**config.mk**
```make
export PLATFORM = sky130hd
export DESIGN_NAME = rqc_cordic_cell
export DESIGN_NICKNAME = d
export VERILOG_FILES = /design/src/hw/rtl/rqc_pkg.sv /design/src/hw/rtl/rqc_cordic_cell.sv
export SDC_FILE = /design/constraint.sdc
export NUM_CORES = 1
export LEC_CHECK = 0
export BUFFER_PORTS_ARGS = -buffer_cell sky130_fd_sc_hd__buf_2
export CORE_MARGIN = 2
export CORE_UTILIZATION = 54
export CTS_BUF_LIST = sky130_fd_sc_hd__clkbuf_8 sky130_fd_sc_hd__clkbuf_16
export CTS_CLUSTER_SIZE = 28
export DETAILED_ROUTE_END_ITERATION = 6
export HOLD_SLACK_MARGIN = 0.1
export MAX_ROUTING_LAYER = met4
export PLACE_DENSITY = 0.81
export SYNTH_ARGS = -nofsm -noshare
export SYNTH_HDL_FRONTEND = slang
export SYNTH_SLANG_ARGS = --single-unit
```
**constraint.sdc**
```tcl
create_clock -name clk -period 7 [get_ports clk]
set_input_delay 1.4 -clock clk [delete_from_list [all_inputs] [get_ports clk]]
set_output_delay 1.4 -clock clk [all_outputs]
set_load 0.005 [all_outputs]
```
**src/hw/rtl/rqc_pkg.sv**
```systemverilog
package rqc_pkg;

  // Coordinate and angle field widths.
  localparam int COORD_BITS = 16;
  localparam int ANGLE_BITS = 16;
  localparam int NUM_VERT   = 4;

  // Stream payload widths, padded to whole bytes.
  localparam int IN_FIELD_BITS  = 2 * NUM_VERT * COORD_BITS + ANGLE_BITS;
  localparam int IN_DATA_W      = ((IN_FIELD_BITS + 7) / 8) * 8;
  localparam int OUT_FIELD_BITS = 2 * NUM_VERT * COORD_BITS;
  localparam int OUT_DATA_W     = ((OUT_FIELD_BITS + 7) / 8) * 8;

  // Datapath widths of the rotation arithmetic.
  localparam int SUM_W     = COORD_BITS + 2;    // sum of four coordinates
  localparam int DIFF_W    = COORD_BITS + 3;    // 4*p - sum
  localparam int CS_W      = 17;                // Q1.15 cosine/sine incl. +1.0
  localparam int PROD_W    = DIFF_W + CS_W;
  localparam int ACC_W     = PROD_W + 2;
  localparam int RND_SHIFT = 17;
  localparam int RES_W     = ACC_W - RND_SHIFT;
  localparam int Q15_ONE   = 32768;

  // Angle reduction.
  localparam int ANG_X_W      = ANGLE_BITS + 1;
  localparam int FULL_TURN    = 23040;
  localparam int QUARTER_TURN = 5760;
  localparam int REM_W        = 13;
  localparam int Z_SHIFT      = 10;

  // CORDIC chain.
  localparam int CORDIC_STEPS = 16;
  localparam int STEP_W       = $clog2(CORDIC_STEPS);
  localparam int XY_W         = 33;
  localparam int Z_W          = REM_W + Z_SHIFT + 1;
  localparam logic signed [XY_W-1:0] CORDIC_X0 = XY_W'(652032874);

  // Pipeline registers behind the CORDIC chain.
  localparam int ROT_STAGES  = 3;
  localparam int PIPE_STAGES = 1 + CORDIC_STEPS + ROT_STAGES;

  // Quadrant codes.
  localparam logic [1:0] QUAD_0 = 2'd0;
  localparam logic [1:0] QUAD_1 = 2'd1;
  localparam logic [1:0] QUAD_2 = 2'd2;
  localparam logic [1:0] QUAD_3 = 2'd3;

  // Data handed from cell to cell.
  typedef struct packed {
    logic signed [XY_W-1:0] x;
    logic signed [XY_W-1:0] y;
    logic signed [Z_W-1:0]  z;
    logic [1:0]             quad;
    logic                   rzero;
  } rqc_cord_t;

  // Vertices and coordinate sums that travel beside the chain.
  typedef struct packed {
    logic [NUM_VERT-1:0][COORD_BITS-1:0] px;
    logic [NUM_VERT-1:0][COORD_BITS-1:0] py;
    logic signed [SUM_W-1:0]             sx;
    logic signed [SUM_W-1:0]             sy;
  } rqc_pay_t;

  // Rotated vertices.
  typedef struct packed {
    logic [NUM_VERT-1:0][COORD_BITS-1:0] rx;
    logic [NUM_VERT-1:0][COORD_BITS-1:0] ry;
  } rqc_res_t;

  // Arctangent of 2^-i in units of 2^-16 degree.
  function automatic logic signed [Z_W-1:0] atan_val(input logic [STEP_W-1:0] idx);
    logic signed [Z_W-1:0] v;
    case (idx)
      4'd0:    v = Z_W'(2949120);
      4'd1:    v = Z_W'(1740967);
      4'd2:    v = Z_W'(919879);
      4'd3:    v = Z_W'(466945);
      4'd4:    v = Z_W'(234379);
      4'd5:    v = Z_W'(117304);
      4'd6:    v = Z_W'(58666);
      4'd7:    v = Z_W'(29335);
      4'd8:    v = Z_W'(14668);
      4'd9:    v = Z_W'(7334);
      4'd10:   v = Z_W'(3667);
      4'd11:   v = Z_W'(1833);
      4'd12:   v = Z_W'(917);
      4'd13:   v = Z_W'(458);
      4'd14:   v = Z_W'(229);
      default: v = Z_W'(115);
    endcase
    return v;
  endfunction

endpackage

```
**src/hw/rtl/rqc_cordic_cell.sv**
```systemverilog
module rqc_cordic_cell
  import rqc_pkg::*;
(
  input  logic              clk,
  input  logic              en,
  input  logic [STEP_W-1:0] step,
  input  rqc_cord_t         din,
  output rqc_cord_t         dout_r
);

  logic signed [XY_W-1:0] dx;
  logic signed [XY_W-1:0] dy;
  logic signed [Z_W-1:0]  da;
  rqc_cord_t              dout_nxt;

  // One rotation-mode micro-rotation; direction follows the sign of z.
  always_comb begin
    dx       = din.y >>> step;
    dy       = din.x >>> step;
    da       = atan_val(step);
    dout_nxt = din;
    if (!din.z[Z_W-1]) begin
      dout_nxt.x = din.x - dx;
      dout_nxt.y = din.y + dy;
      dout_nxt.z = din.z - da;
    end else begin
      dout_nxt.x = din.x + dx;
      dout_nxt.y = din.y - dy;
      dout_nxt.z = din.z + da;
    end
  end

  always_ff @(posedge clk) begin
    if (en) begin
      dout_r <= dout_nxt;
    end
  end

endmodule

```
# Yosys cells after proc, flatten, opt, wreduce, memory -nomap -nowiden

Memories as Yosys holds them, arrays and structs flattened.
Index checks and enable logic that the tools add are counted.

Bits of input ports: 99
Output and inout bits: 93
Bits in registers: 93
Memories kept: 1
ROM bits: 352
Logic and storage cells: 15

Memories:

| memory          | words | bits a word | rd ports | clocked after Yosys merged registers in | wr ports | line          | text |
|---|---|---|---|---|---|---|---|
| (no name shown) | 16    | 22          | 1        | 0                                       | 0        | rqc_pkg.sv:74 | `case (idx)` |

$add $sub $neg: 6
Shift-type cells: 2
Multiplexer cells: 1

Operator list:

| cell                                           | count |
|---|---|
| 90-bit 2-to-1 mux                              | 1 |
| 33-bit adder                                   | 2 |
| 33-bit by 4-bit >>> shifter with 33-bit output | 2 |
| 33-bit subtractor                              | 2 |
| 24-bit adder                                   | 1 |
| 24-bit subtractor                              | 1 |

# Logic depth before layout (Yosys ltp)

Depth after elaboration: 3
Gate-level depth with buffers: 27
Gate-level depth less buffers: 22

# Least setup slack after synthesis

Ideal clock, no wire load.

Kind: input-to-reg
Start point: in step[2]
End point: reg dout_r[58] (netlist name) (data pin)
Data required time: 6.721 ns
Buffers on the path: 7
Slack: -0.360 ns
Stages on the path: 25
Arrival time: 7.081 ns
Path through: clkbuf_1 > clkbuf_1 > clkbuf_1 > buf_1 > clkbuf_1 > buf_1 > clkbuf_1 > nand2_1 > o21ai_0 > ha_1 > nand2b_1 > nor2_1 > nand2_1 > nor2_1 > a31oi_1 > xor2_1 > ha_1 > a2111oi_0 > a21oi_1 > a221o_1 > a21oi_1 > nor3_1 > o41ai_1 > nor3_1 > or4b_2

RTL lines:

| element              | line                  | text |
|---|---|---|
| start, declared      | rqc_cordic_cell.sv:6  | `input logic [STEP_W-1:0] step,` |
| end signal, assigned | rqc_cordic_cell.sv:35 | `dout_r <= dout_nxt;` |
| end, declared        | rqc_cordic_cell.sv:8  | `output rqc_cord_t dout_r` |

==> results.rst <==
.. list-table::
   :header-rows: 1

   * - Metric
     - Value
   * - Fin Hold WS
     - about 1.2 ns
   * - Register area share after synthesis
     - between 20% and 30%
   * - Post-synthesis share of cell area spent on full adders, half adders and majority gates
     - 9.55%
   * - Setup Fix Bufs, Post-CTS
     - 0
   * - Routed wire length
     - around 38 mm
   * - Data arrival, critical path
     - approximately 6.8 ns
   * - Row cnt
     - between 50 and 60
   * - Maximum vdd drop
     - ~97 uV
   * - Unrepaired setup endpoints after global routing
     - no
   * - Post-route antenna net violation count
     - 0
   * - EDFF count, synth
     - 93
   * - Cell area after synthesis
     - between 10000 and 15000 sq um
   * - Number of placed I/O pins
     - ~190
   * - H-tree Lvls
     - 3
   * - Startpoint Class
     - primary input
   * - Placed inst area
     - 14600 sq um
   * - Synthesized net count
     - 1604
   * - Synth cell types
     - 80
   * - Fmax
     - 150 MHz
   * - Hold Fails Final Rpt
     - 0
   * - Max reg flops
     - just over 90
   * - Average cell area after synthesis
     - 9.29 sq um
   * - Die boundary width
     - 160 microns
   * - Layout overhead on the synthesized area
     - 14.3%
   * - Via density per instance
     - approximately 6.4
   * - Ys flop type
     - edfxtp_1
   * - Maximum Capacitance Violations
     - 0
   * - Most area-hungry cell type in the Yosys netlist
     - edfxtp_1
   * - Maximum fanout encountered on the critical timing path
     - 30
   * - Worst slew margin relative to its limit
     - a little over two fifths
   * - Endpoint required time on the critical path
     - 7.11 ns
   * - Vias in the first global route
     - around 12k
   * - Run status
     - completed
   * - Wire length of the first global-routing pass
     - 59.8 mm
   * - DR vias
     - ~12k
   * - Starting Density
     - a little under three fifths
   * - Starting DRT DRC Count
     - between 1k and 1.5k
   * - Final clock period utilization by the worst path
     - a little over nine tenths
   * - Setup-violating endpoint count in the final report
     - 0
   * - WL/cell
     - roughly 20 microns
   * - Root buffer cell
     - clkbuf_16
   * - CTS clock-pin slew for the worst setup and hold paths
     - ~0.07 ns
   * - Share of synthesized cell area in and, or, nand and nor gates
     - roughly 15%
   * - # nets final
     - around 1.8k
   * - Core area
     - roughly 24000 sq um
   * - Post-synth top area share
     - between 20% and 30%
   * - Synth Area in Compound Gates
     - about a fifth
   * - Number of clock sinks
     - just over 90
   * - Largest net degree at the start of global routing
     - 78
   * - DR DRC count
     - 0
   * - Die ar.
     - between 20000 and 30000 sq um
   * - Number of warnings printed during yosys synthesis
     - 0
   * - Hold WC Path Type
     - primary input to register
   * - Top reg by flops
     - dout_r
   * - Worst hold path cell count
     - 1
   * - CTS resizes
     - 0
   * - Gpl congestion
     - 0.944
   * - Sum of net half-perimeters after detailed placement
     - between 20 and 30 mm
   * - Total track usage
     - between 20 and 30%
   * - Number of filler instances in the final layout
     - between 1.5k and 2k
   * - Initial antenna violation count
     - 2
   * - Cell area after layout
     - between 10000 and 15000 sq um
   * - Number of hold buffers added after cts
     - 0
   * - Async SR Flop Fraction
     - 0%
   * - Number of detailed-routing iterations run before antenna repair
     - 5
   * - TritonCTS clock tree
     - yes
   * - FF+latch count, synth
     - 93
   * - Kind of end point of the critical path
     - register
   * - Area share of xor/xnor cells in the synthesized design
     - a little over 10%
   * - Ratio of cells with drive above 1 in the final layout
     - between 20 and 30%
   * - Total grt overflow
     - 0
   * - Leading cell type in the layout, fill and taps excluded
     - buf_2
   * - Largest family of logic cells by synthesized area
     - multiplexers
   * - Classification of the worst setup path
     - primary input to register
   * - Final critical delay including setup and external delays
     - 6.69 ns
   * - Synth area leaders
     - edfxtp_1 21%, mux4_2 13%, ha_1 9.1%, xnor2_1 6.2%, a21oi_1 4.3%
   * - Pin slew with the least headroom to its limit
     - ~0.85 ns
   * - Leakage power total
     - about 0.0062 uW
   * - Final max-slew violation count
     - 0
   * - Port Buf Inserts
     - between 150 and 200
   * - Cells after synthesis
     - 1407
   * - Power per cell area
     - 205 nW/um^2
   * - Commonest cells after routing, fill and taps aside
     - 188 x buf_2, 124 x nor2_1, 113 x a21oi_1, 108 x nand2_1, 95 x ha_1
   * - Clk buf depth
     - 2
   * - Inserted Clock Buffers
     - 9
   * - Multiplexer share of the synthesized area
     - 20.9%
   * - Largest registers
     - dout_r (93)
   * - Chip Height
     - between 150 and 200 microns
-- cell usage after synthesis (9+ instances only) --
master    number
a211o_1        9
a211oi_1      15
a21o_1        32
a21oi_1      113
a31oi_1       25
and2_1        16
and3_1        16
buf_1         22
buf_2         10
clkbuf_1      32
edfxtp_1      93
ha_1          95
inv_1         32
mux2_2        29
mux2i_1       39
mux4_1        14
mux4_2        73
nand2_1      108
nand2b_1      17
nand3_1       27
nor2_1       124
nor2b_1       22
nor3_1        35
o21a_1        28
o21ai_0       79
o21bai_1      11
or2_2         13
xnor2_1       93
xor2_1        60
-- metal layers --
layer	GRT usage [%]	vias to the layer above	share of wire, %
met5	-	-	0
met4	9.59	0	2.9
met3	3.88	87	8.1
met2	47.7	630	48
met1	39.1	5822	41
li1	-	5766	-
-- layout make-up --
type / count / area [sq um] / area share (%)
clock buffers: 9 / 225 / 1.51
inverters: 35 / 131 / 0.879
well taps: 319 / 399 / 2.67
diodes: 2 / 5.00 / 0.0335
multi-input cells: 1206 / 9780 / 65.4
clock inverters: 7 / 48.8 / 0.326
flip-flops and latches: 93 / 2790 / 18.7
repair buffers: 264 / 1570 / 10.5
-- report_power, final --
group,switching (uW),internal [uW],total (uW)
sequential,32.5,834,867
clock,248,244,492
combinational,918,786,1700
-- worst max-delay path, stage by stage --
cell and delay (ns):
buf_6 0.24, buf_16 0.26, mux4_1 0.72, mux4_1 0.63
or3_4 0.41, and4bb_1 0.31, and4_4 0.28, a21oi_1 0.08
xnor2_1 0.16, ha_1 0.34, and3_1 0.22, a31oi_1 0.16
o21ai_0 0.13, or3_1 0.32, a31oi_1 0.18, nor3_1 0.10
buf_4 0.16, a21o_1 0.19, a311oi_1 0.35, xnor2_1 0.14
-- per-stage QoR --
stage / cells / utilization, % / total power (uW) / setup TNS, ns / setup slack [ns]
2_1_floorplan: 1407 / - / 2020 / 0 / 0.0231
3_3_place_gp: 1916 / 61.9 / 2510 / -0.0661 / -0.0499
3_5_place_dp: 1916 / 61.9 / 2550 / -0.523 / -0.152
4_1_cts: 1932 / 63.1 / 3050 / 0 / 0.202
5_1_grt: 1935 / 63.3 / 3260 / 0 / 0.0577
6_report: 1935 / 63.3 / 3060 / 0 / 0.313
-- cell families after synthesis --
family | Yosys count
compound gates | 384
xor+xnor | 153
fa+ha+maj | 98
buf+inv | 108
flops | 93
mux | 155
simple gates | 416
-- path summary, 6_finish.rpt --
kind | slack [ns] | from | endpoint
worst max-delay path | 0.31 | step[0] | dout_r[91]$_DFFE_PP_
worst min-delay path | 1.21 | din[2] | dout_r[2]$_DFFE_PP_
Note: power is estimated with default switching activity, not from simulation.
