`src/hw/rtl/rqc_pkg.sv`:
```
package rqc_pkg;

  // Coordinate and angle field widths.
  localparam int COORD_BITS = 16;
  localparam int ANGLE_BITS = 16;
  localparam int NUM_VERT   = 4;

  // Stream payload widths, padded to whole bytes.
  localparam int IN_FIELD_BITS  = 2 * NUM_VERT * COORD_BITS + ANGLE_BITS;
  localparam int IN_DATA_W      = ((IN_FIELD_BITS + 7) / 8) * 8;
  localparam int OUT_FIELD_BITS = 2 * NUM_VERT * COORD_BITS;
  localparam int OUT_DATA_W     = ((OUT_FIELD_BITS + 7) / 8) * 8;

  // Datapath widths of the rotation arithmetic.
  localparam int SUM_W     = COORD_BITS + 2;    // sum of four coordinates
  localparam int DIFF_W    = COORD_BITS + 3;    // 4*p - sum
  localparam int CS_W      = 17;                // Q1.15 cosine/sine incl. +1.0
  localparam int PROD_W    = DIFF_W + CS_W;
  localparam int ACC_W     = PROD_W + 2;
  localparam int RND_SHIFT = 17;
  localparam int RES_W     = ACC_W - RND_SHIFT;
  localparam int Q15_ONE   = 32768;

  // Angle reduction.
  localparam int ANG_X_W      = ANGLE_BITS + 1;
  localparam int FULL_TURN    = 23040;
  localparam int QUARTER_TURN = 5760;
  localparam int REM_W        = 13;
  localparam int Z_SHIFT      = 10;

  // CORDIC chain.
  localparam int CORDIC_STEPS = 16;
  localparam int STEP_W       = $clog2(CORDIC_STEPS);
  localparam int XY_W         = 33;
  localparam int Z_W          = REM_W + Z_SHIFT + 1;
  localparam logic signed [XY_W-1:0] CORDIC_X0 = XY_W'(652032874);

  // Pipeline registers behind the CORDIC chain.
  localparam int ROT_STAGES  = 3;
  localparam int PIPE_STAGES = 1 + CORDIC_STEPS + ROT_STAGES;

  // Quadrant codes.
  localparam logic [1:0] QUAD_0 = 2'd0;
  localparam logic [1:0] QUAD_1 = 2'd1;
  localparam logic [1:0] QUAD_2 = 2'd2;
  localparam logic [1:0] QUAD_3 = 2'd3;

  // Data handed from cell to cell.
  typedef struct packed {
    logic signed [XY_W-1:0] x;
    logic signed [XY_W-1:0] y;
    logic signed [Z_W-1:0]  z;
    logic [1:0]             quad;
    logic                   rzero;
  } rqc_cord_t;

  // Vertices and coordinate sums that travel beside the chain.
  typedef struct packed {
    logic [NUM_VERT-1:0][COORD_BITS-1:0] px;
    logic [NUM_VERT-1:0][COORD_BITS-1:0] py;
    logic signed [SUM_W-1:0]             sx;
    logic signed [SUM_W-1:0]             sy;
  } rqc_pay_t;

  // Rotated vertices.
  typedef struct packed {
    logic [NUM_VERT-1:0][COORD_BITS-1:0] rx;
    logic [NUM_VERT-1:0][COORD_BITS-1:0] ry;
  } rqc_res_t;

  // Arctangent of 2^-i in units of 2^-16 degree.
  function automatic logic signed [Z_W-1:0] atan_val(input logic [STEP_W-1:0] idx);
    logic signed [Z_W-1:0] v;
    case (idx)
      4'd0:    v = Z_W'(2949120);
      4'd1:    v = Z_W'(1740967);
      4'd2:    v = Z_W'(919879);
      4'd3:    v = Z_W'(466945);
      4'd4:    v = Z_W'(234379);
      4'd5:    v = Z_W'(117304);
      4'd6:    v = Z_W'(58666);
      4'd7:    v = Z_W'(29335);
      4'd8:    v = Z_W'(14668);
      4'd9:    v = Z_W'(7334);
      4'd10:   v = Z_W'(3667);
      4'd11:   v = Z_W'(1833);
      4'd12:   v = Z_W'(917);
      4'd13:   v = Z_W'(458);
      4'd14:   v = Z_W'(229);
      default: v = Z_W'(115);
    endcase
    return v;
  endfunction

endpackage

```
`src/hw/rtl/rqc_front.sv`:
```
module rqc_front
  import rqc_pkg::*;
(
  input  logic                                clk,
  input  logic                                en,
  input  logic [NUM_VERT-1:0][COORD_BITS-1:0] px,
  input  logic [NUM_VERT-1:0][COORD_BITS-1:0] py,
  input  logic [ANGLE_BITS-1:0]               angle,
  output rqc_cord_t                           cord_r,
  output rqc_pay_t                            pay_r
);

  localparam logic signed [ANG_X_W-1:0] FT  = ANG_X_W'(FULL_TURN);
  localparam logic signed [ANG_X_W-1:0] QT1 = ANG_X_W'(QUARTER_TURN);
  localparam logic signed [ANG_X_W-1:0] QT2 = ANG_X_W'(2 * QUARTER_TURN);
  localparam logic signed [ANG_X_W-1:0] QT3 = ANG_X_W'(3 * QUARTER_TURN);

  logic signed [ANG_X_W-1:0] ax;
  logic signed [ANG_X_W-1:0] aw;
  logic signed [ANG_X_W-1:0] adiff;
  logic [REM_W-1:0]          rem;
  rqc_cord_t                 cord_nxt;
  rqc_pay_t                  pay_nxt;

  // Wrap the angle into one turn, then split off the quadrant.
  always_comb begin
    ax = {angle[ANGLE_BITS-1], angle};
    if (ax[ANG_X_W-1]) begin
      aw = ax + FT;
      if (aw[ANG_X_W-1]) begin
        aw = aw + FT;
      end
    end else if (ax >= FT) begin
      aw = ax - FT;
    end else begin
      aw = ax;
    end

    if (aw >= QT3) begin
      cord_nxt.quad = QUAD_3;
      adiff         = aw - QT3;
    end else if (aw >= QT2) begin
      cord_nxt.quad = QUAD_2;
      adiff         = aw - QT2;
    end else if (aw >= QT1) begin
      cord_nxt.quad = QUAD_1;
      adiff         = aw - QT1;
    end else begin
      cord_nxt.quad = QUAD_0;
      adiff         = aw;
    end
    rem            = adiff[REM_W-1:0];
    cord_nxt.rzero = (rem == '0);
    cord_nxt.x     = CORDIC_X0;
    cord_nxt.y     = '0;
    cord_nxt.z     = Z_W'({rem, {Z_SHIFT{1'b0}}});
  end

  // Coordinate sums; four times the centroid.
  always_comb begin
    pay_nxt.px = px;
    pay_nxt.py = py;
    pay_nxt.sx = '0;
    pay_nxt.sy = '0;
    for (int k = 0; k < NUM_VERT; k++) begin
      pay_nxt.sx = pay_nxt.sx + SUM_W'(signed'(px[k]));
      pay_nxt.sy = pay_nxt.sy + SUM_W'(signed'(py[k]));
    end
  end

  always_ff @(posedge clk) begin
    if (en) begin
      cord_r <= cord_nxt;
      pay_r  <= pay_nxt;
    end
  end

endmodule

```
`config.mk`:
```
export PLATFORM = sky130hd
export DESIGN_NAME = rqc_front
export DESIGN_NICKNAME = d
export VERILOG_FILES = /design/src/hw/rtl/rqc_pkg.sv /design/src/hw/rtl/rqc_front.sv
export SDC_FILE = /design/constraint.sdc
export NUM_CORES = 1
export LEC_CHECK = 0
export BUFFER_PORTS_ARGS = -buffer_cell sky130_fd_sc_hd__buf_4
export CAP_MARGIN = 20
export CORE_ASPECT_RATIO = 0.9
export CORE_MARGIN = 2
export CORE_UTILIZATION = 25
export CTS_BUF_LIST = sky130_fd_sc_hd__clkbuf_4
export CTS_CLUSTER_DIAMETER = 200
export DETAILED_ROUTE_END_ITERATION = 6
export GPL_ROUTABILITY_DRIVEN = 0
export PLACE_DENSITY = 0.5
export SLEW_MARGIN = 20
export SYNTH_ARGS = -nofsm -noshare
export SYNTH_HDL_FRONTEND = slang
export SYNTH_SLANG_ARGS = --single-unit
```
`constraint.sdc`:
```
create_clock -name clk -period 5.6 [get_ports clk]
set_input_delay 1.12 -clock clk [delete_from_list [all_inputs] [get_ports clk]]
set_output_delay 1.12 -clock clk [all_outputs]
set_load 0.01 [all_outputs]
```
Yosys cells after proc, flatten, opt, wreduce, memory -nomap -nowiden
Index checks and enable logic that the tools add are counted.

storage, ports and cells
  bits of input ports = 146
  register bits = 180
  output and inout bits = 257
  logic and storage cells = 40

cells by class
  muxes and demuxes = 8
  reduce and logical (&&, ||, !) cells = 2
  $lt $le $gt $ge = 4
  add/sub/neg operators = 12

operators with widths
  operator                                               count
  2-to-1 mux 17 bit                                      3
  2-to-1 mux 13 bit                                      3
  adder 17 x 16 -> 18 bit                                2
  adder 18 x 16 -> 18 bit                                2
  adder 16 x 16 -> 17 bit                                2
  subtractor 13 bit, second input constant               2
  adder 16 x 16 -> 17 bit, second input constant         1
  adder 17 x 16 -> 17 bit, second input constant         1
  >= comparator 17 x 14 -> 1 bit, second input constant  1
  >= comparator 17 x 15 -> 1 bit, second input constant  1
  >= comparator 17 x 16 -> 1 bit, second input constant  1
  subtractor 16 x 16 -> 17 bit, second input constant    1
  >= comparator 16 bit, second input constant            1
  zero test 13 bit                                       1
  subtractor 13 x 11 -> 13 bit, second input constant    1
  2-to-1 mux 1 bit                                       2
  OR reduction 2 bit                                     1

Logic depth before layout (Yosys ltp)
Gate-level depths: netlist of the first run.

  word-level depth = 9
  depth in mapped cells = 16
  depth with buffers taken out = 16

Worst setup path after synthesis of the first run
Ideal clock, no wire load.

  kind = input -> register
  start = in py[2] (netlist bit)
  end = reg pay_r[16] (netlist bit), data pin
  stages = 14
  arrival time = 4.322 ns
  slack = 1.020 ns
  data required time = 5.342 ns
  library setup time = 0.258 ns
  path buffers = 0
  cells stage by stage = fa_1 -> fa_1 -> ha_1 -> a21o_1 -> a21oi_1 -> o21ai_0 -> a21oi_1 -> o21bai_1 -> a21oi_1 -> o21ai_0 -> o41ai_1 -> o2111ai_1 -> a21oi_1 -> xnor2_1

RTL lines
  what                    line             source
  start: declaration      rqc_front.sv:7   input logic [NUM_VERT-1:0][COORD_BITS-1:0] py,
  end signal: assignment  rqc_front.sv:74  pay_r <= pay_nxt;
  end: declaration        rqc_front.sv:10  output rqc_pay_t pay_r

==> results of run 1 <==
## cells in the mapped netlist, drive strengths merged (11+ instances only)
| cell | instances |
|---|---|
| a21oi | 23 |
| buf | 84 |
| edfxtp | 180 |
| fa | 66 |
| ha | 44 |
| inv | 31 |
| nand2 | 24 |
| nand3 | 11 |
| nor2 | 37 |
| nor3 | 14 |
| o21ai | 21 |
| xnor2 | 30 |
## area by class of cell
type,count,area share
clock buffers,18,0.0104
multi-input cells,471,0.312
repair buffers,327,0.191
diodes,1,0.000193
inverters,31,0.00897
clock inverters,13,0.00965
flip-flops and latches,180,0.417
well taps,532,0.0513
## cell families (layout without fill, tap and decap cells)
kind of cell	after synthesis	after routing	share of synthesized area
simple gates	128	128	0.0692
compound gates	117	117	0.0861
fa+ha+maj	110	110	0.189
flops	180	180	0.545
other cells	2	78	0.000757
mux	5	5	0.00517
xor+xnor	34	34	0.0300
buf+inv	117	389	0.0750
## layer usage
layer  share of wire  GRT usage
met1            0.43      0.167
met2            0.49      0.201
met3           0.064     0.0422
met4           0.010     0.0331
met5               0          0
## placed cells by master (no fill, tap or decap), types with 11 or more instances in the layout
cell / instances
sky130_fd_sc_hd__nor3_1: 14
sky130_fd_sc_hd__fa_1: 66
sky130_fd_sc_hd__clkbuf_4: 18
sky130_fd_sc_hd__conb_1: 77
sky130_fd_sc_hd__xnor2_1: 30
sky130_fd_sc_hd__ha_1: 44
sky130_fd_sc_hd__nand2_1: 24
sky130_fd_sc_hd__inv_1: 31
sky130_fd_sc_hd__buf_4: 325
sky130_fd_sc_hd__nand3_1: 11
sky130_fd_sc_hd__edfxtp_1: 180
sky130_fd_sc_hd__nor2_1: 37
sky130_fd_sc_hd__o21ai_0: 18
sky130_fd_sc_hd__a21oi_1: 23
## stage by stage
stage	setup WS, ps	utilization	cell area [um2]	hold slack (ps)	total power (uW)
6_report	1100	0.330	13000	638	4170
3_5_place_dp	377	0.324	12700	1310	3470
3_3_place_gp	479	0.324	12700	1310	3460
4_1_cts	1140	0.330	13000	539	4240
5_1_grt	751	0.330	13000	537	4460
2_1_floorplan	1020	-	10200	1220	2770
## worst paths after layout
kind	from	to	slack [ps]	cells after the start
setup / recovery	px[1]	pay_r[35]$_DFFE_PP_	1100	17
hold / removal	px[46]	pay_r[146]$_DFFE_PP_	640	1
## flip-flops by register name, indices dropped and copies added (netlist names)
| name | count |
|---|---|
| cord_r | 16 |
| pay_r | 164 |
## power breakdown
| part | switching, uW | internal (uW) | leakage (uW) |
|---|---|---|---|
| logic | 850 | 733 | 0.00346 |
| clock network | 519 | 231 | 0.000141 |
| registers | 65.0 | 1770 | 0.00176 |
==> impl_metrics.sql, run 1 <==
INSERT INTO impl_metrics (metric_group, metric, value, unit) VALUES
('floorplan', 'initial_utilization', '0.252', ''),
('clocking', 'post-cts-setup-buffers', '0', ''),
('timing', 'report.final.setup_viol', '0', ''),
('flow_run', 'maxCapViolations', '0', ''),
('floorplan', 'dieHeight', '193', 'um'),
('route', 'drt_first_pass_iters', '4', ''),
('cells_and_area', 'drive_above_1_share', '0.358', ''),
('critical_path', 'worstSetupPathType', 'in2reg', ''),
('timing', 'tightest_slew', '921', 'ps'),
('logic_synthesis', 'ffs_w_async_s_r_synth', '0', ''),
('route', 'drt-vias-per-instance', '4.13', ''),
('timing', 'final_period_minus_worst_setup_slack', '4510', 'ps'),
('cells_and_area', 'multi_input_area', '4050', 'um2'),
('clocking', 'cts_resized', '0', ''),
('floorplan', 'io-pin-count', '403', ''),
('logic_synthesis', 'synth_ff_type', 'sky130_fd_sc_hd__edfxtp_1', ''),
('route', 'drt_iter0_drc', '387', ''),
('critical_path', 'worstPathArrival', '4980', 'ps'),
('critical_path', 'buffers_inverters_on_critical_path', '2', ''),
('logic_synthesis', 'synthCells', '693', ''),
('clocking', 'cts.reportedPaths.clkPinSlew', '180', 'ps'),
('logic_synthesis', 'synth.yosys.warnings', '0', ''),
('logic_synthesis', 'netlist.top_cell.by_area', 'sky130_fd_sc_hd__edfxtp_1', ''),
('clocking', 'clk_path_buf_depth', '2', ''),
('clocking', 'clock_sink_count', '180', ''),
('route', 'wl_per_cell', '16.9', 'um'),
('global_routing', 'grt_usage', '0.127', ''),
('cells_and_area', 'finalNonFillerCells', '1573', ''),
('logic_synthesis', 'syn_area', '9920', 'um2'),
('global_routing', 'largest_net_degree_at_the_start_of_global_routing', '110', ''),
('critical_path', 'crit_fanout', '3', ''),
('timing', 'min_period_over_period', '0.804', ''),
('logic_synthesis', 'synth_top_cell_area_share', '0.545', ''),
('route', 'dr_total_vias', '6489', ''),
('logic_synthesis', 'postSynthAreaPerCell', '14.3', 'um2'),
('placement', 'port_buffers', '325', ''),
('route', 'drtAntennaViolNets', '0', ''),
('global_routing', 'antenna_violations_before_repair', '1', ''),
('placement', 'placedCellCount', '1541', ''),
('logic_synthesis', 'number_of_enable_flip_flop_cells_after_synthesis', '180', ''),
('floorplan', 'core', '39300', 'um2'),
('logic_synthesis', 'ys_seq_area_frac', '0.545', ''),
('critical_path', 'critical_path.top_delay_family', 'compound AO/OA/AOI/OAI gates', ''),
('cells_and_area', 'areaGrowthSynthToFinish', '30.8', '%'),
('floorplan', 'rows', '69', ''),
('clocking', 'numCtsBuffers', '17', ''),
('logic_synthesis', 'ys_ff_latch', '180', ''),
('placement', 'place_hpwl', '21100', 'um'),
('critical_path', 'crit_path_start_kind', 'primary input', ''),
('timing', 'totalNegativeSetupSlack', '0', 'ps'),
('clocking', 'hold_buffers', '0', ''),
('critical_path', 'timing.critical_path.to_type', 'flop', ''),
('critical_path', 'cpMostUsedCell', 'sky130_fd_sc_hd__fa_1', ''),
('global_routing', 'grt_first_pass_wirelength', '38900', 'um'),
('clocking', 'clock_tree.htree_level_count', '4', ''),
('global_routing', 'grt_overflow_total', '0', ''),
('critical_path', 'cp_slowest_stage_delay', '520', 'ps'),
('timing', 'grt_setup_unrepaired', 'false', ''),
('timing', 'slew-limit-headroom', '0.386', ''),
('logic_synthesis', 'ys_top_cells_by_area', 'sky130_fd_sc_hd__edfxtp_1 (55%), sky130_fd_sc_hd__fa_1 (13%), sky130_fd_sc_hd__buf_4 (5.8%), sky130_fd_sc_hd__ha_1 (5.6%), sky130_fd_sc_hd__xnor2_1 (2.6%)', ''),
('cells_and_area', 'num-fill-cells', '3947', ''),
('floorplan', 'die_x', '214', 'um'),
('power_and_ir_drop', 'p_per_area', '321', 'nW/um2'),
('global_routing', 'vias_in_the_first_global_route', '6290', ''),
('outcome', 'outcome', 'complete, no violations', ''),
('timing', 'finalHoldViolations', '0', ''),
('logic_synthesis', 'ys_types', '70', ''),
('timing', 'slew_viol_final', '0', ''),
('cells_and_area', 'regArea', '5410', 'um2'),
('floorplan', 'die_area', '41300', 'um2'),
('route', 'post_route_drc', '0', '');
Power figures use the tool's default switching activity.
==> run 2: changes to the inputs <==
--- a/config.mk
+++ b/config.mk
@@ -5,6 +5,7 @@
 export SDC_FILE = /design/constraint.sdc
 export NUM_CORES = 1
 export LEC_CHECK = 0
+export ABC_AREA = 1
 export BUFFER_PORTS_ARGS = -buffer_cell sky130_fd_sc_hd__buf_4
 export CAP_MARGIN = 20
 export CORE_ASPECT_RATIO = 0.9
==> constraint.sdc (replaced) <==
create_clock -name clk -period 4.21 [get_ports clk]
set_input_delay 0.842 -clock clk [delete_from_list [all_inputs] [get_ports clk]]
set_output_delay 0.842 -clock clk [all_outputs]
set_load 0.01 [all_outputs]
==> run 2 against run 1 <==
  * Sequential share of layout area is 1.1 points lower
  * Worst setup slack worse by 820 ps
  * Clock power is 52% higher
==> impl_metrics.sql, run 2 <==
INSERT INTO impl_metrics (metric_group, metric, value, unit) VALUES
('clocking', 'clock_tree.htree_level_count', '4', ''),
('floorplan', 'io-pin-count', '403', ''),
('timing', 'report.final.setup_viol', '0', ''),
('timing', 'setup_ws', '277', 'ps'),
('timing', 'final_period_minus_worst_setup_slack', '3930', 'ps'),
('power_and_ir_drop', 'static-leakage-power', '0.00584', 'uW'),
('critical_path', 'worstPathArrival', '4320', 'ps'),
('logic_synthesis', 'synth_ff_type', 'sky130_fd_sc_hd__edfxtp_1', ''),
('floorplan', 'initial_utilization', '0.253', ''),
('logic_synthesis', 'number_of_enable_flip_flop_cells_after_synthesis', '180', ''),
('route', 'drt-vias-per-instance', '3.92', ''),
('route', 'drt_iter0_drc', '286', ''),
('timing', 'totalNegativeSetupSlack', '0', 'ps'),
('logic_synthesis', 'ffs_w_async_s_r_synth', '0', ''),
('placement', 'preCtsSetupSlack', '-420', 'ps'),
('timing', 'max_clock_freq', '254', 'MHz'),
('outcome', 'outcome', 'complete, no violations', ''),
('timing', 'finalHoldViolations', '0', ''),
('global_routing', 'grt_first_pass_wirelength', '38600', 'um'),
('clocking', 'hold_buffers', '0', ''),
('logic_synthesis', 'syn_area', '9930', 'um2'),
('clocking', 'cts.reportedPaths.clkPinSlew', '180', 'ps'),
('logic_synthesis', 'postSynthAreaPerCell', '13.0', 'um2'),
('critical_path', 'timing.critical_path.cells', 'buf_4, fa_1, fa_1, ha_1, inv_1, fa_1, nor4_1, nor2_1, o21ai_0, a21oi_1, o21bai_1, a21boi_0, o21ai_1, nand2_1, nand2_1, a21oi_1, xor2_1', ''),
('clocking', 'clock_sink_count', '180', ''),
('route', 'wirelength', '26100', 'um'),
('logic_synthesis', 'netlist.top_cell.by_area', 'sky130_fd_sc_hd__edfxtp_1', ''),
('critical_path', 'crit_fanout', '2', ''),
('critical_path', 'cpMaxStageDelayCell', 'sky130_fd_sc_hd__fa_1', ''),
('global_routing', 'antenna_violations_before_repair', '3', ''),
('route', 'drt_first_pass_iters', '4', ''),
('clocking', 'cts_resized', '0', ''),
('logic_synthesis', 'ys_types', '37', ''),
('clocking', 'clk_root_buffer_cell', 'sky130_fd_sc_hd__clkbuf_4', ''),
('floorplan', 'die_area', '41300', 'um2'),
('min_path', 'worst_hold_path_type', 'in2reg', ''),
('power_and_ir_drop', 'p_per_area', '435', 'nW/um2'),
('route', 'dr_total_vias', '6616', ''),
('critical_path', 'critPathRequiredTime', '4600', 'ps'),
('critical_path', 'crit_path_start_kind', 'primary input', ''),
('clocking', 'numCtsBuffers', '17', ''),
('floorplan', 'die_x', '214', 'um'),
('logic_synthesis', 'top_count_cell_post_synth', 'sky130_fd_sc_hd__edfxtp_1', ''),
('floorplan', 'rows', '69', ''),
('power_and_ir_drop', 'totalPowerFinal', '5800', 'uW'),
('logic_synthesis', 'ys_ff_latch', '180', ''),
('timing', 'grt_setup_unrepaired', 'false', ''),
('logic_synthesis', 'synth.yosys.warnings', '0', ''),
('clocking', 'clk_path_buf_depth', '2', ''),
('power_and_ir_drop', 'vdd_ir_drop_max', '165', 'uV'),
('timing', 'slew_viol_final', '0', ''),
('cells_and_area', 'areaGrowthSynthToFinish', '34.3', '%'),
('global_routing', 'largest_net_degree_at_the_start_of_global_routing', '69', ''),
('route', 'wl_per_cell', '15.5', 'um'),
('logic_synthesis', 'synth_top_cell_area_share', '0.544', ''),
('logic_synthesis', 'ys_top_cells_by_area', 'sky130_fd_sc_hd__edfxtp_1 (54%), sky130_fd_sc_hd__fa_1 (13%), sky130_fd_sc_hd__buf_4 (6.0%), sky130_fd_sc_hd__ha_1 (5.5%), sky130_fd_sc_hd__nand2_1 (3.9%)', ''),
('global_routing', 'vias_in_the_first_global_route', '6651', ''),
('clocking', 'tritoncts', 'built', ''),
('timing', 'slew-limit-headroom', '0.660', ''),
('cells_and_area', 'biggestRegsByFlops', 'pay_r x164, cord_r x16', ''),
('critical_path', 'cpMostUsedCell', 'sky130_fd_sc_hd__fa_1', ''),
('critical_path', 'cp_slowest_stage_delay', '530', 'ps'),
('cells_and_area', 'registers.top_by_ff_count', 'pay_r', ''),
('cells_and_area', 'largest_register_ff_count', '164', ''),
('timing', 'min_period_over_period', '0.934', ''),
('placement', 'place_hpwl', '21300', 'um'),
('critical_path', 'worstSetupPathType', 'in2reg', ''),
('flow_run', 'maxCapViolations', '0', ''),
('timing', 'tightest_slew', '510', 'ps'),
('logic_synthesis', 'ys_seq_area_frac', '0.544', ''),
('global_routing', 'grt_overflow_total', '0', ''),
('placement', 'port_buffers', '325', ''),
('route', 'drtAntennaViolNets', '0', ''),
('cells_and_area', 'drive_above_1_share', '0.385', ''),
('global_routing', 'grt_usage', '0.124', ''),
('logic_synthesis', 'synthTopCellsByCount', 'sky130_fd_sc_hd__edfxtp_1 (180), sky130_fd_sc_hd__nand2_1 (104), sky130_fd_sc_hd__buf_4 (79)', ''),
('cells_and_area', 'design.final.nets', '1395', ''),
('cells_and_area', 'most_frequent_standard_cell_in_the_layout_excluding_fill_and_tap_cells', 'sky130_fd_sc_hd__buf_4', ''),
('cells_and_area', 'layout_common_cells', 'sky130_fd_sc_hd__buf_4 (358), sky130_fd_sc_hd__edfxtp_1 (180), sky130_fd_sc_hd__nand2_1 (104)', ''),
('critical_path', 'timing.critical_path.to_type', 'flop', ''),
('route', 'post_route_drc', '0', ''),
('clocking', 'post-cts-setup-buffers', '0', ''),
('floorplan', 'core', '39300', 'um2'),
('logic_synthesis', 'synthCells', '765', ''),
('floorplan', 'dieHeight', '193', 'um');
[run 2: changes by cell type after synthesis, sizes merged, moves of 7 or more]
cell / before / now
a21oi: 23 / 41
a31oi: 7 / 0
inv: 31 / 59
nand2: 24 / 125
nand3: 11 / 37
nor2: 37 / 44
nor3: 14 / 5
xnor2: 30 / 7
xor2: 4 / 33
[run 2: path summary, 6_finish.rpt]
path              startpoint              endpoint  slack, ps  cells past startpoint
setup / recovery       px[1]   pay_r[35]$_DFFE_PP_        280                     17
hold / removal      angle[5]  cord_r[18]$_DFFE_PP_        380                      1
[run 2: logic make-up after synthesis]
| group | count (synthesis) | share of synthesized area |
|---|---|---|
| AO/OA/AOI/OAI | 75 | 0.0437 |
| XOR/XNOR | 40 | 0.0353 |
| adder cells (fa/ha/maj) | 110 | 0.189 |
| buffers and inverters | 140 | 0.0837 |
| flip-flops | 180 | 0.544 |
| other | 2 | 0.000757 |
| AND/OR/NAND/NOR | 218 | 0.103 |
[run 2: per-layer routing]
layer,GRT usage,vias up,part of all wire
met5,0,-,0.00038
met4,0.0358,2,0.012
met3,0.0435,18,0.071
met2,0.211,216,0.50
met1,0.150,3164,0.42
li1,-,3216,-
[run 2: stage by stage]
step           cell area (um2)  std cells   util  hold slack, ps
4_1_cts                  13300       1684  0.339             270
3_5_place_dp             13000       1652  0.331            1030
6_report                 13300       1687  0.339             375
5_1_grt                  13300       1687  0.339             267
2_1_floorplan            10200        840      -             941
3_3_place_gp             13000       1652  0.331            1030
[run 2: worst max-delay path: cells and delay by family]
kind	cells	cell delay, ps
compound gates	6	1050
fa+ha+maj	4	1590
buf+inv	2	180
simple gates	4	520
xor+xnor	1	140
[run 2: power by group]
part | total [uW] | switching, uW | internal (uW)
combinational | 2220 | 1180 | 1040
sequential | 2450 | 86.8 | 2360
clock | 1140 | 702 | 438
[run 2: final cells by class]
cell class | instances | area (um2)
fill | 3971 | 25900
antenna | 3 | 7.51
clock buffer | 17 | 128
inverter | 60 | 226
tap | 532 | 666
sequential | 180 | 5410
timing repair buffer | 360 | 2720
multi-input combinational | 520 | 3970
clock inverter | 15 | 210
